[src/hw/rtl/msc_pkg.sv]
// Shared types and constants for the multi-axis step chaser.
`timescale 1ns / 1ps

package msc_pkg;

	localparam int AXES      = 4;
	localparam int POS_BITS  = 32;
	localparam int DIST_BITS = POS_BITS + 1;

	typedef enum logic {
		OP_LOAD = 1'b0,
		OP_TICK = 1'b1
	} op_t;

	typedef struct packed {
		logic step;
		logic dir;
		logic near;  // remaining distance is zero or one count
	} lane_stat_t;

	typedef struct packed {
		logic [AXES-1:0] step_bits;
		logic [AXES-1:0] dir_bits;
		logic            last;
	} result_t;

endpackage

[src/hw/rtl/msc_lane.sv]
// One axis lane: remaining signed distance to target and its step/dir status.
`timescale 1ns / 1ps

module msc_lane (
	input  logic                                 clk,
	input  logic                                 arst_n,
	input  logic                                 load,
	input  logic                                 adv,
	input  logic signed [msc_pkg::POS_BITS-1:0]  start,
	input  logic signed [msc_pkg::POS_BITS-1:0]  dest,
	output msc_pkg::lane_stat_t                  stat
);
	import msc_pkg::*;

	logic signed [DIST_BITS-1:0] dist_q;

	// Distance kept one bit wider than a position so it never overflows.
	always_ff @(posedge clk or negedge arst_n) begin
		if (!arst_n) begin
			dist_q <= '0;
		end else if (load) begin
			dist_q <= {dest[POS_BITS-1], dest} - {start[POS_BITS-1], start};
		end else if (adv && stat.step) begin
			if (stat.dir) begin
				dist_q <= dist_q - DIST_BITS'(1);
			end else begin
				dist_q <= dist_q + DIST_BITS'(1);
			end
		end
	end

	always_comb begin
		stat.step = (dist_q != '0);
		stat.dir  = !dist_q[DIST_BITS-1] && stat.step;
		stat.near = (dist_q == '0) || (dist_q == DIST_BITS'(1)) || (dist_q == '1);
	end

endmodule

[src/hw/rtl/msc_merge.sv]
// Merges the lane status into one step command.
`timescale 1ns / 1ps

module msc_merge (
	input  msc_pkg::lane_stat_t stat [msc_pkg::AXES],
	output msc_pkg::result_t    res
);
	import msc_pkg::*;

	logic [AXES-1:0] near_bits;

	always_comb begin
		for (int i = 0; i < AXES; i++) begin
			res.step_bits[i] = stat[i].step;
			res.dir_bits[i]  = stat[i].dir;
			near_bits[i]     = stat[i].near;
		end
		// Final command once every axis is within one count of its target.
		res.last = &near_bits;
	end

endmodule

[src/hw/rtl/msc_obuf.sv]
// Output register with a skid entry so input stall is a registered signal.
`timescale 1ns / 1ps

module msc_obuf (
	input  logic             clk,
	input  logic             arst_n,
	input  logic             res_valid,
	input  msc_pkg::result_t res,
	output logic             full,
	output logic             out_valid,
	output msc_pkg::result_t out_res,
	input  logic             out_stall
);
	import msc_pkg::*;

	logic    out_valid_q;
	logic    skid_valid_q;
	result_t out_res_q;
	result_t skid_res_q;
	logic    out_take;

	assign out_take  = out_valid_q && !out_stall;
	assign full      = skid_valid_q;
	assign out_valid = out_valid_q;
	assign out_res   = out_res_q;

	always_ff @(posedge clk or negedge arst_n) begin
		if (!arst_n) begin
			out_valid_q  <= 1'b0;
			skid_valid_q <= 1'b0;
		end else if (skid_valid_q) begin
			if (out_take) begin
				skid_valid_q <= 1'b0;
			end
		end else if (!out_valid_q || out_take) begin
			out_valid_q <= res_valid;
		end else if (res_valid) begin
			skid_valid_q <= 1'b1;
		end
	end

	always_ff @(posedge clk) begin
		if (skid_valid_q) begin
			if (out_take) begin
				out_res_q <= skid_res_q;
			end
		end else if (!out_valid_q || out_take) begin
			out_res_q <= res;
		end else if (res_valid) begin
			skid_res_q <= res;
		end
	end

endmodule

[src/hw/rtl/multi_axis_step_chaser.sv]
// A tick's step command is registered in the output buffer, or in its skid entry while the output stalls.
// Throughput: one transaction per cycle while in_stall is low, loads and ticks in any mix.
// Each axis lane holds its own remaining distance; lanes update in parallel.
// in_stall is registered (skid entry full), so it rises in the cycle after a result arrives while out_stall holds.
// Reset clears distances, the move-active flag and the output buffer.
`timescale 1ns / 1ps

module multi_axis_step_chaser (
	input  logic        clk,
	input  logic        arst_n,
	input  logic        in_valid,
	output logic        in_stall,
	input  logic        op,
	input  logic [31:0] start_0,
	input  logic [31:0] start_1,
	input  logic [31:0] start_2,
	input  logic [31:0] start_3,
	input  logic [31:0] dest_0,
	input  logic [31:0] dest_1,
	input  logic [31:0] dest_2,
	input  logic [31:0] dest_3,
	output logic        out_valid,
	input  logic        out_stall,
	output logic [3:0]  step_bits,
	output logic [3:0]  dir_bits,
	output logic        last
);
	import msc_pkg::*;

	logic                       accept;
	logic                       load;
	logic                       fire;
	logic                       active_q;
	logic signed [POS_BITS-1:0] start_a [AXES];
	logic signed [POS_BITS-1:0] dest_a  [AXES];
	lane_stat_t                 stat    [AXES];
	result_t                    res;
	result_t                    out_res;

	assign start_a[0] = start_0;
	assign start_a[1] = start_1;
	assign start_a[2] = start_2;
	assign start_a[3] = start_3;
	assign dest_a[0]  = dest_0;
	assign dest_a[1]  = dest_1;
	assign dest_a[2]  = dest_2;
	assign dest_a[3]  = dest_3;

	assign accept = in_valid && !in_stall;
	assign load   = accept && (op == OP_LOAD);
	assign fire   = accept && (op == OP_TICK) && active_q;

	// Budget remains while active: a load always leaves at least one command.
	always_ff @(posedge clk or negedge arst_n) begin
		if (!arst_n) begin
			active_q <= 1'b0;
		end else if (load) begin
			active_q <= 1'b1;
		end else if (fire && res.last) begin
			active_q <= 1'b0;
		end
	end

	for (genvar g = 0; g < AXES; g++) begin : g_lane
		msc_lane u_lane (
			.clk    (clk),
			.arst_n (arst_n),
			.load   (load),
			.adv    (fire),
			.start  (start_a[g]),
			.dest   (dest_a[g]),
			.stat   (stat[g])
		);
	end

	msc_merge u_merge (
		.stat (stat),
		.res  (res)
	);

	msc_obuf u_obuf (
		.clk       (clk),
		.arst_n    (arst_n),
		.res_valid (fire),
		.res       (res),
		.full      (in_stall),
		.out_valid (out_valid),
		.out_res   (out_res),
		.out_stall (out_stall)
	);

	assign step_bits = out_res.step_bits;
	assign dir_bits  = out_res.dir_bits;
	assign last      = out_res.last;

endmodule

[config.mk]
export PLATFORM = sky130hd
export DESIGN_NAME = multi_axis_step_chaser
export DESIGN_NICKNAME = d
export VERILOG_FILES = /design/src/hw/rtl/msc_pkg.sv /design/src/hw/rtl/msc_lane.sv /design/src/hw/rtl/msc_merge.sv /design/src/hw/rtl/msc_obuf.sv /design/src/hw/rtl/multi_axis_step_chaser.sv
export SDC_FILE = /design/constraint.sdc
export NUM_CORES = 1
export LEC_CHECK = 0
export BUFFER_PORTS_ARGS = -buffer_cell sky130_fd_sc_hd__buf_2
export CAP_MARGIN = 10
export CORE_MARGIN = 2
export CORE_UTILIZATION = 50
export DETAILED_ROUTE_END_ITERATION = 10
export GPL_TIMING_DRIVEN = 0
export HOLD_SLACK_MARGIN = 0.12
export PLACE_DENSITY_LB_ADDON = 0.1
export SKIP_CTS_REPAIR_TIMING = 1
export SYNTH_ARGS = -nofsm -noshare
export SYNTH_HDL_FRONTEND = slang
export SYNTH_SLANG_ARGS = --single-unit
export TNS_END_PERCENT = 10
[constraint.sdc]
create_clock -name clk -period 3.9 [get_ports clk]
set_input_delay 0.39 -clock clk [delete_from_list [all_inputs] [get_ports clk]]
set_output_delay 0.39 -clock clk [all_outputs]
set_load 0.01 [all_outputs]
; ---- Word level (Yosys, flattened, before mapping)
; Index checks and enable logic that the tools add are counted.
[word_totals]
regBits = 153
in_bits = 261
output_inout_bits = 11
wordCells = 106
[classes]
n_addsub = 12
n_eq_ne = 9
n_mux = 21
bitwise = 3
n_reduce_logical = 48
[op_table]
columns = op, n
row1 = $mux 33, 12
row2 = $add 33x2->33 const B, 4
row3 = $eq 33x2->1 const B, 4
row4 = $eq 33x33->1 const B, 4
row5 = $logic_not 33->1, 4
row6 = $reduce_bool 33->1, 4
row7 = $sub 32x32->33, 4
row8 = $sub 33x2->33 const B, 4
row9 = $mux 9, 3
row10 = $logic_and 1x1->1, 14
row11 = $reduce_bool 2->1, 6
row12 = $logic_or 1x1->1, 9
row13 = $logic_not 1->1, 7
row14 = $mux 1, 6
row15 = $reduce_and 2->1, 2
row16 = $reduce_and 4->1, 1
row17 = $not 1->1, 3
row18 = $reduce_and 3->1, 1
row19 = $ne 2x2->1 const B, 1

; ---- Depth between registers and ports, before layout
; Gate-level depths: netlist of the first run.
[logic_depth]
ltp_word = 7
ltp_mapped = 13
depth_no_buf = 12

; ---- Cells and area by module
; From an unflattened synthesis of the first run, not the netlist that was laid out.
[hier_totals]
hier_cells = 2419
area_unflattened_um2 = 18597.8
[modules_own_cells]
columns = module, instances, cells_each, area_each_um2, seq_area_each_um2
row1 = msc_lane at g_lane[0].u_lane, 1, 592, 4473.0, 825.8
row2 = msc_lane at g_lane[2].u_lane, 1, 599, 4454.3, 825.8
row3 = msc_lane at g_lane[3].u_lane, 1, 593, 4415.5, 825.8
row4 = msc_lane at g_lane[1].u_lane, 1, 580, 4351.7, 825.8
row5 = msc_obuf, 1, 39, 768.2, 590.6
row6 = msc_merge, 1, 9, 68.8, 0.0
row7 = multi_axis_step_chaser, 1, 7, 66.3, 25.0

; ---- Worst setup path after synthesis of the first run
; No wires, ideal clock.
[synth_timing]
path_type = register to register
start = reg g_lane[3].u_lane.dist_q[0]
end = reg g_lane[3].u_lane.dist_q[29]
setup_time_ns = 0.133
arrival_time_ns = 2.899
t_required_ns = 3.767
path_slack_ns = 0.868
path_stages_with_launch = 13
n_path_buf = 1
period_less_slack_ns = 3.032
cell_sequence = dfrtp_1 -> inv_1 -> ha_1 -> or4b_2 -> nor4_4 -> a31oi_1 -> or4_1 -> buf_2 -> o32ai_2 -> nand2_1 -> xnor2_1 -> nor2_1 -> a21oi_2
[synth_via]
elab_chain_len = 5
elab_cells_between_ends = 9
cone_classes = add/sub: 2 / mux: 3 / reduce/logical: 4
[synth_rtl]
columns = element, line_no
row1 = "start, declared", msc_lane.sv:15  ; logic signed [DIST_BITS-1:0] dist_q;
row2 = "start signal, assigned", msc_lane.sv:22  ; dist_q <= {dest[POS_BITS-1], dest} - {start[POS_BITS-1], start};
row3 = "start signal, assigned", msc_lane.sv:25  ; dist_q <= dist_q - DIST_BITS'(1);
row4 = "start signal, assigned", msc_lane.sv:27  ; dist_q <= dist_q + DIST_BITS'(1);
row5 = branches (longest 5 deep; another with $add 33x2->33), n/a
; Several ways; the timed one is not identified. The select of a mux whose other input is x is not followed.
; A chain may end at the register's enable or synchronous reset.

; ---- Worst setup path after layout of the first run
[layout_timing]
start = reg g_lane[0].u_lane.dist_q[2]
end = reg g_lane[0].u_lane.dist_q[26]
[layout_via]
elab_chain_len = 5
elab_cells_between_ends = 9
cone_classes = add/sub: 2 / mux: 3 / reduce/logical: 4
[layout_rtl]
columns = element, line_no
row1 = "start, declared", msc_lane.sv:15
row2 = "start signal, assigned", msc_lane.sv:22
row3 = "start signal, assigned", msc_lane.sv:25
row4 = "start signal, assigned", msc_lane.sv:27
row5 = branches (longest 5 deep; another with $add 33x2->33), n/a
; Several ways; the timed one is not identified. The select of a mux whose other input is x is not followed.

==> results of run 1 <==
## cells in the mapped netlist (14+ instances only)
cell type	n	area share [%]
o21bai_1	14	0.61
nand2b_1	23	0.83
xor2_1	94	4.8
nand2_1	210	4.6
o21a_1	28	1.2
nor4_1	37	1.3
a21o_1	51	2.2
dfrtp_1	135	20
clkbuf_1	85	1.8
mux2i_1	19	1.1
a21oi_1	208	6.0
and2_1	15	0.54
or3_1	22	0.80
o22ai_1	14	0.51
or4_1	16	0.69
ha_1	145	10
edfxtp_1	18	3.1
o211ai_1	21	0.91
nor3_1	67	1.9
nor2_1	206	4.5
inv_1	187	4.1
and3_1	39	1.4
xnor2_1	127	6.4
o21ai_0	126	3.6
nand4_1	43	1.6
o21ai_1	20	0.58
a31oi_1	32	1.2
nor2b_1	14	0.51
nand3_1	84	2.4
buf_2	14	0.41
## metal layers
layer  vias up  GRT usage, %
met5         -             0
met4         2          10.2
met3        95          3.74
met2       558          45.7
met1      8103          39.7
li1       8835             -
## state kept, by name, indices dropped and copies added (netlist names)
signal / cells
g_lane.u_lane.dist_q: 132
u_obuf.out_valid: 1
u_obuf.out_res: 9
u_obuf.full: 1
active_q: 1
u_obuf.skid_res_q: 9
## report_power, final
group	internal (uW)	switching (uW)	total [uW]	leakage [uW]
Combinational	1210	1710	2920	0.00669
Clock	894	757	1650	0.000269
Sequential	1980	449	2430	0.00171
## kinds of logic (layout without fill, tap and decap cells)
kind of cell,count (synthesis),in the layout,share of synthesized area (%)
AO/OA/AOI/OAI,630,630,22.8
XOR/XNOR,221,221,11.2
adder cells (fa/ha/maj),149,149,11.0
buffers and inverters,297,602,6.68
flip-flops,153,153,22.7
multiplexers,26,26,1.56
AND/OR/NAND/NOR,836,836,24.1
## path summary, 6_finish.rpt
| check | start | to | slack, ns | cells past startpoint |
|---|---|---|---|---|
| max | g_lane[0].u_lane.dist_q[2] | g_lane[0].u_lane.dist_q[26] | 0.36 | 11 |
| min | out_stall | u_obuf.out_valid | 0.22 | 3 |
| max reg2reg | g_lane[0].u_lane.dist_q[2] | g_lane[0].u_lane.dist_q[26] | 0.36 | 11 |
| min reg2reg | u_obuf.skid_res_q[0] | u_obuf.out_res[0] | 0.53 | 2 |
| max in group asynchronous | arst_n | g_lane[3].u_lane.dist_q[21] | 2.61 | 3 |
| min in group asynchronous | arst_n | g_lane[0].u_lane.dist_q[12] | 0.44 | 2 |
## metrics by stage
stage | cells | hold slack [ns] | worst slack (ns) | TNS [ns] | total power, uW
floorplan | 2312 | 0.0944 | 0.868 | 0 | 4460
global placement | 3038 | 0.507 | -0.127 | -0.127 | 5250
detailed placement | 3039 | 0.356 | -0.136 | -0.136 | 5310
CTS | 3071 | -0.112 | 0.296 | 0 | 6980
global route | 3072 | 0.213 | 0.131 | 0 | 7490
finish | 3072 | 0.223 | 0.361 | 0 | 7000
## final cells by class
class / instances / area, um^2 / area share (%)
multi-input combinational: 1862 / 12200 / 61.6
sequential: 153 / 3920 / 19.8
timing repair buffer: 273 / 1400 / 7.06
inverter: 190 / 713 / 3.60
tap: 455 / 569 / 2.87
buffer: 107 / 442 / 2.23
clock buffer: 18 / 429 / 2.16
clock inverter: 14 / 136 / 0.688
## worst max-delay path, cell delays in order, from the launching register on
cell,delay (ns)
dfrtp_1,0.36
buf_2,0.16
or4_1,0.60
nor4b_2,0.44
a41o_2,0.41
inv_2,0.09
or3b_1,0.42
o22a_1,0.22
nor2_1,0.16
o21ai_1,0.13
xnor2_1,0.15
mux2_2,0.27
==> reports/qor.yml, run 1 <==
status: "completed"
fillerInstances: 3318
period_minus_slack_ns: 3.54
fin_area_mm2: 0.0198
grt_pass1_vias: 16546
vdd_drop_max_mv: 0.291
htreeDepth: 4
grt-ovfl-total: 0
cp_max_fo: 8
route.met3.wl_um: 2990
nNetsFinal: 3014
routed_wl_um: 52000
vias: 17593
fin_worst_skew_ns: 0.0150
clock_path_buffers: 2
final_core_util_pct: 57.8
io_buffers: 271
synthDistinctLibCells: 89
die_w_um: 190
die_area_mm2: 0.0361
cp-end-kind: "flop"
cp_data_arrival_time_ns: 3.86
max-slew-margin-rel_pct: 19.6
startpoint_type: "flop"
synth_seq_cells: 153
syn_to_final_growth_pct: 14.7
syn-num-nets: 2722
ant_nets: 0
path_clk_slew_ns: 0.08
vias_per_cell: 5.73
final_cell_mix: "buf_2 (284), nand2_1 (210), a21oi_1 (208)"
remaining_drc_errors: 0
n_antenna_cell: 0
synthFlopType: "dfrtp_1"
grt_pass1_wl_um: 83900
timing.final.crit_share_pct: 90.7
hp-class: "in2reg"
rows: 68
drv_cap: 0
ys_seq_area_share_pct: 22.7
p_per_area_mw_per_mm2: 353
synth-edff-count: 18
rsz0062_at_grt: "no"
cts.sinks: 153
first_pass_iters: 8
placed_area_mm2: 0.0193
die_y_um: 190
fmax_ghz: 0.283
worstSetupPathType: "reg2reg"
clock_latency_ns: 0.44
required_ns: 4.22
synth_warnings: 0
start_util_pct: 50.4
final_common_cell: "buf_2"
cts_inserted_buffers: 17
dp_hpwl_um: 39900
worst_pin_slew_ns: 1.17
wl_per_cell_um: 16.9
dr_wl_met2_um: 22700
track_usage_pct: 28.6
p_leak_uw: 0.00866
netlist_instances: 2312
num_io_pins: 272
grt_max_degree: 89
maxSlewViolCount: 0
netlist_area_mm2: 0.0173
core_mm2: 0.0343
routed.top_layer: "met5"
gp_congestion: 0.908
antenna_found_initial: 1
async_reset_ff_share_pct: 88.2
root_buffer: "clkbuf_16"
met1_length_um: 24600
tritoncts: "built"
hold_viol: 0
layout-drive-gt1-share_pct: 14.2
drt_iter0_drc: 1259
finalSetupViolCount: 0
syn_area_per_cell_um2: 7.48
No activity file was read; power rests on OpenSTA's default activity.
==> run 2: changes to the inputs <==
Clock period 3.9 ns to 3.7 ns, I/O delays scaled along.
==> run 2 against run 1 <==
Non-clock buffer count unchanged. Final cell count unchanged. Sequential cell count unchanged. Total power increased by 5.4%. Core utilization increased by 0.055 points. Via count increased by 0.18%. Clock power increased by 5%. Critical path depth unchanged. Clock-buffer cell count unchanged. Critical endpoint unchanged. Highest routed layer unchanged.
==> reports/qor.yml, run 2 (synthesized netlist as in run 1, its figures left out) <==
top_register: "g_lane.u_lane.dist_q"
fin_worst_skew_ns: 0.0164  # +0.00141 ns
wl_per_cell_um: 16.9  # -0.11%
ant_nets: 0  # unchanged
rsz0062_at_grt: "yes"
drv_cap: 0  # unchanged
num_io_pins: 272  # unchanged
final_common_cell: "buf_2"
placed_area_mm2: 0.0193  # unchanged
pre_cts_ws_ns: -0.316  # -0.180 ns
cp-end-kind: "flop"
tritoncts: "built"
root_buffer: "clkbuf_16"
htreeDepth: 4  # unchanged
p_leak_uw: 0.00866  # about the same
hold_viol: 0  # unchanged
vdd_drop_max_mv: 0.305  # +5.0%
path_clk_slew_ns: 0.08  # about the same
clock_latency_ns: 0.44  # about the same
layout-drive-gt1-share_pct: 14.3  # +0.11 points
p_per_area_mw_per_mm2: 372  # +5.3%
clock_path_buffers: 2  # unchanged
die_area_mm2: 0.0361  # unchanged
worstReg2RegEnd: "g_lane[0].u_lane.dist_q[26]"
reg2reg_from: "g_lane[0].u_lane.dist_q[2]"
path_cells: "buf_2 > or4_1 > nor4b_2 > a41o_2 > inv_2 > or3b_1 > o22a_1 > nor2_1 > o21ai_1 > xnor2_1 > mux2_2"
vias_per_cell: 5.74  # +0.18%
crit_path_end: "g_lane[0].u_lane.dist_q[26]"
first_pass_iters: 6  # -2
slowest_delay_ns: 0.60  # about the same
die_w_um: 190  # unchanged
io_buffers: 271  # unchanged
finalSetupViolCount: 0  # unchanged
dp_hpwl_um: 39900  # unchanged
syn_to_final_growth_pct: 14.8  # about the same
nNetsFinal: 3014  # unchanged
track_usage_pct: 28.6  # unchanged
drt_iter0_drc: 1209  # -4.0%
timing.final.crit_share_pct: 95.3  # +4.5 points
path_buf_inv: 2  # unchanged
grt_pass1_vias: 16546  # unchanged
final_core_util_pct: 57.9  # about the same
whs_ns: 0.193  # -0.0300 ns
fillerInstances: 3316  # -0.060%
gp_congestion: 0.908  # unchanged
cts.sinks: 153  # unchanged
reg2reg_slack_ns: 0.18  # -0.19 ns
start_util_pct: 50.4  # unchanged
worst_pin_slew_ns: 1.10  # -0.0716 ns
cp_data_arrival_time_ns: 3.84  # -0.02 ns
cts_inserted_buffers: 17  # unchanged
vias: 17625  # +0.18%
path_delay_family: "simple AND/OR/NAND/NOR gates"
grt_pass1_wl_um: 83900  # unchanged
maxSlewViolCount: 0  # unchanged
final_cell_mix: "buf_2 (284), nand2_1 (210), a21oi_1 (208)"
routed_wl_um: 52000  # -0.11%
die_y_um: 190  # unchanged
n_antenna_cell: 0  # unchanged
required_ns: 4.02  # -0.20 ns
setup_ws_ns: 0.175  # -0.186 ns
cp_num_cells: 11  # unchanged
grt-ovfl-total: 0  # unchanged
r2r_cells: 11  # unchanged
cp_max_fo: 8  # unchanged
fmax_ghz: 0.284  # +0.40%
max-slew-margin-rel_pct: 24.5  # +4.9 points
rows: 68  # unchanged
core_mm2: 0.0343  # unchanged
remaining_drc_errors: 0  # unchanged
setup_tns_ns: 0  # unchanged
antenna_found_initial: 1  # unchanged
grt_max_degree: 89  # unchanged
largest_reg_flops: 132  # unchanged
startpoint_type: "flop"
fin_area_mm2: 0.0198  # about the same
hp-class: "in2reg"
critPathLaunch: "g_lane[0].u_lane.dist_q[2]"
worstSetupPathType: "reg2reg"
period_minus_slack_ns: 3.52  # -0.0140 ns
status: "completed"
cpMaxStageDelayCell: "or4_1"
run 2: cell types whose count changed in the layout (fill, tap and decap cells not counted):
cell | before | now
nor4_2 | 1 | 4
nor4_1 | 37 | 34
run 2: metal layers:
metal / GRT usage, % / vias up / share of wire (%)
li1: - / 8835 / -
met2: 45.7 / 579 / 44
met4: 10.2 / 2 / 3.3
met5: 0 / - / 0.025
met1: 39.7 / 8116 / 47
met3: 3.74 / 93 / 5.8
run 2: worst min-delay path by stage:
stage / startpoint / to / slack (ns) / cells past startpoint
after floorplan: arst_n / active_q / 0.07 / 0
after global placement: u_obuf.skid_res_q[1] / u_obuf.out_res[1] / 0.51 / 2
after detailed placement: arst_n / g_lane[0].u_lane.dist_q[12] / 0.34 / 1
after CTS: arst_n / g_lane[0].u_lane.dist_q[12] / -0.13 / 1
after global routing: out_stall / u_obuf.out_valid / 0.19 / 3
final: out_stall / u_obuf.out_valid / 0.19 / 3
run 2: tightest hold or removal path, stage by stage:
cell,delay (ns)
buf_2,0.09
o21ai_0,0.07
nand2_1,0.06
run 2: area by class of cell:
type                            instances  area (um^2)  area share (%)
Clock inverter                         14          136           0.687
Timing Repair Buffer                  273         1400            7.05
Clock buffer                           18          429            2.16
Sequential cell                       153         3920            19.7
Multi-Input combinational cell       1862        12200            61.7
Inverter                              190          713            3.59
Tap cell                              455          569            2.87
Buffer                                107          442            2.23
run 2: where the power goes:
part           switching (uW)  internal, uW
Clock                     794           942
Sequential                475          2090
Combinational            1810          1270
run 2: stage by stage:
| step | cells | power, uW |
|---|---|---|
| after floorplan | 2312 | 4700 |
| after global placement | 3038 | 5540 |
| after detailed placement | 3039 | 5600 |
| after CTS | 3071 | 7360 |
| after global routing | 3072 | 7900 |
| final | 3072 | 7380 |
==> run 3: changes to the inputs <==
Settings changed: CELL_PAD_IN_SITES_DETAIL_PLACEMENT from default to 1, CELL_PAD_IN_SITES_GLOBAL_PLACEMENT from default to 1, CORE_UTILIZATION 50 to 43.
==> run 3 against run 2 <==
Sequential power hardly changed. Non-clock buffer count unchanged. Largest cell class unchanged. Wire length up 14%. Sequential share of layout area decreased by 0.10 points. Highest routed layer unchanged.
==> reports/qor.yml, run 3 (synthesized netlist as in run 1, its figures left out) <==
status: "completed"
htreeDepth: 4  # unchanged
core_mm2: 0.0397  # +16%
fillerInstances: 5173  # +56%
instances_no_fill: 3143  # +2.3%
r2r_cells: 12  # +1
layout-drive-gt1-share_pct: 14.4  # +0.11 points
dp_hpwl_um: 46200  # +16%
hold_start: "out_stall"
grt_pass1_wl_um: 95900  # +14%
fmax_ghz: 0.283  # -0.28%
top_register: "g_lane.u_lane.dist_q"
min_delay_path_depth: 3  # unchanged
gp_congestion: 0.910  # +0.20%
cp-end-kind: "flop"
worstSetupPathType: "in2reg"
wl_per_cell_um: 18.9  # +12%
nNetsFinal: 3014  # unchanged
clock_latency_ns: 0.45  # about the same
final_cell_mix: "buf_2 (284), nand2_1 (210), a21oi_1 (208)"
reg2reg_from: "g_lane[3].u_lane.dist_q[0]"
final_core_util_pct: 50.2  # -7.7 points
grt-ovfl-total: 0  # unchanged
hold_path_end: "u_obuf.out_valid"
die_y_um: 205  # +7.7%
maxSlewViolCount: 0  # unchanged
finalSetupViolCount: 0  # unchanged
die_w_um: 205  # +7.7%
die_area_mm2: 0.0418  # +16%
hp-class: "in2reg"
power_uw: 7480  # +1.4%
timing.final.crit_share_pct: 95.5  # +0.27 points
remaining_drc_errors: 0  # unchanged
worst_pin_slew_ns: 1.15  # +0.0442 ns
dp_cells: 3109  # +2.3%
first_pass_iters: 7  # +1
num_io_pins: 272  # unchanged
syn_to_final_growth_pct: 15.4
fin_worst_skew_ns: 0.0111  # -0.00532 ns
vias: 18248  # +3.5%
drt_iter0_drc: 931  # -23%
drv_cap: 0  # unchanged
rsz0062_at_grt: "no"
cp_max_fo: 5  # -3
hold_viol: 0  # unchanged
cp_data_arrival_time_ns: 3.80  # -0.04 ns
ant_nets: 0  # unchanged
cts.sinks: 153  # unchanged
routed_wl_um: 59400  # +14%
grt_max_degree: 70  # -21%
placed_area_mm2: 0.0193  # +0.46%
period_minus_slack_ns: 3.53  # +0.00988 ns
startpoint_type: "input pin"
max-slew-margin-rel_pct: 23.6  # -0.85 points
fin_area_mm2: 0.0199  # +0.51%
largest_reg_flops: 132  # unchanged
pre_cts_ws_ns: -0.440  # -0.124 ns
setup_ws_ns: 0.166  # -0.00988 ns
vias_per_cell: 5.81  # +1.2%
track_usage_pct: 28.4  # -0.28 points
required_ns: 3.96  # -0.06 ns
p_per_area_mw_per_mm2: 375  # +0.84%
vdd_drop_max_mv: 0.199  # -35%
reg2reg_slack_ns: 0.21  # +0.03 ns
start_util_pct: 43.5  # -6.9 points
antenna_found_initial: 2  # +1
cts_inserted_buffers: 17  # unchanged
worstReg2RegEnd: "g_lane[3].u_lane.dist_q[29]"
root_buffer: "clkbuf_16"
grt_pass1_vias: 18486  # +12%
clock_path_buffers: 2  # unchanged
p_leak_uw: 0.00868  # +0.23%
tritoncts: "built"
rows: 73  # +7.4%
final_common_cell: "buf_2"
io_buffers: 271  # unchanged
path_clk_slew_ns: 0.06  # -0.02 ns
[run 3: worst max-delay path by stage]
stage | from | to | depth (start not counted)
final | start_3[0] | g_lane[3].u_lane.dist_q[32] | 12
after global routing | g_lane[1].u_lane.dist_q[9] | active_q | 12
after CTS | start_3[0] | g_lane[3].u_lane.dist_q[32] | 12
after detailed placement | start_3[0] | g_lane[3].u_lane.dist_q[32] | 12
after global placement | start_3[0] | g_lane[3].u_lane.dist_q[32] | 12
after floorplan | g_lane[3].u_lane.dist_q[0] | g_lane[3].u_lane.dist_q[29] | 12
[run 3: report_power, final]
part	internal (uW)	switching [uW]	total, uW
Clock	947	781	1730
Combinational	1280	1890	3170
Sequential	2090	491	2580
Total	4320	3170	7480
[run 3: worst max-delay path, cell delays in order]
cell	delay [ns]
buf_2	0.10
ha_1	0.22
fa_1	0.38
nand2b_1	0.20
a21oi_1	0.29
o311ai_0	0.29
a21boi_2	0.36
a31o_2	0.25
a221oi_1	0.13
o21ba_2	0.28
o311ai_0	0.67
o21ai_0	0.25
[run 3: metrics by stage]
| stage | hold WS, ns | TNS, ns |
|---|---|---|
| 3_5_place_dp | 0.427 | -0.440 |
| 3_3_place_gp | 0.507 | -0.305 |
| 4_1_cts | -0.0454 | 0 |
| 5_1_grt | 0.223 | 0 |
| 6_report | 0.220 | 0 |
| 2_1_floorplan | 0.0744 | 0 |
[run 3: final cells by class]
| type | instances | area [um^2] | share of cell area (%) |
|---|---|---|---|
| Inverter | 190 | 713 | 3.58 |
| Buffer | 107 | 442 | 2.21 |
| Tap cell | 525 | 657 | 3.29 |
| Sequential cell | 153 | 3920 | 19.6 |
| Clock inverter | 11 | 67.6 | 0.339 |
| Antenna cell | 1 | 2.50 | 0.0125 |
| Clock buffer | 21 | 492 | 2.47 |
| Multi-Input combinational cell | 1862 | 12300 | 61.4 |
| Timing Repair Buffer | 273 | 1400 | 7.02 |
[run 3: layer usage]
layer  vias to the layer above  wire length (um)  global-route usage (%)
met2                       454             27600                    47.6
met3                        94              2620                    3.80
met1                      8878             27500                    37.6
met5                         -                 9                       0
met4                         2              1670                    9.08
li1                       8820                 -                       -
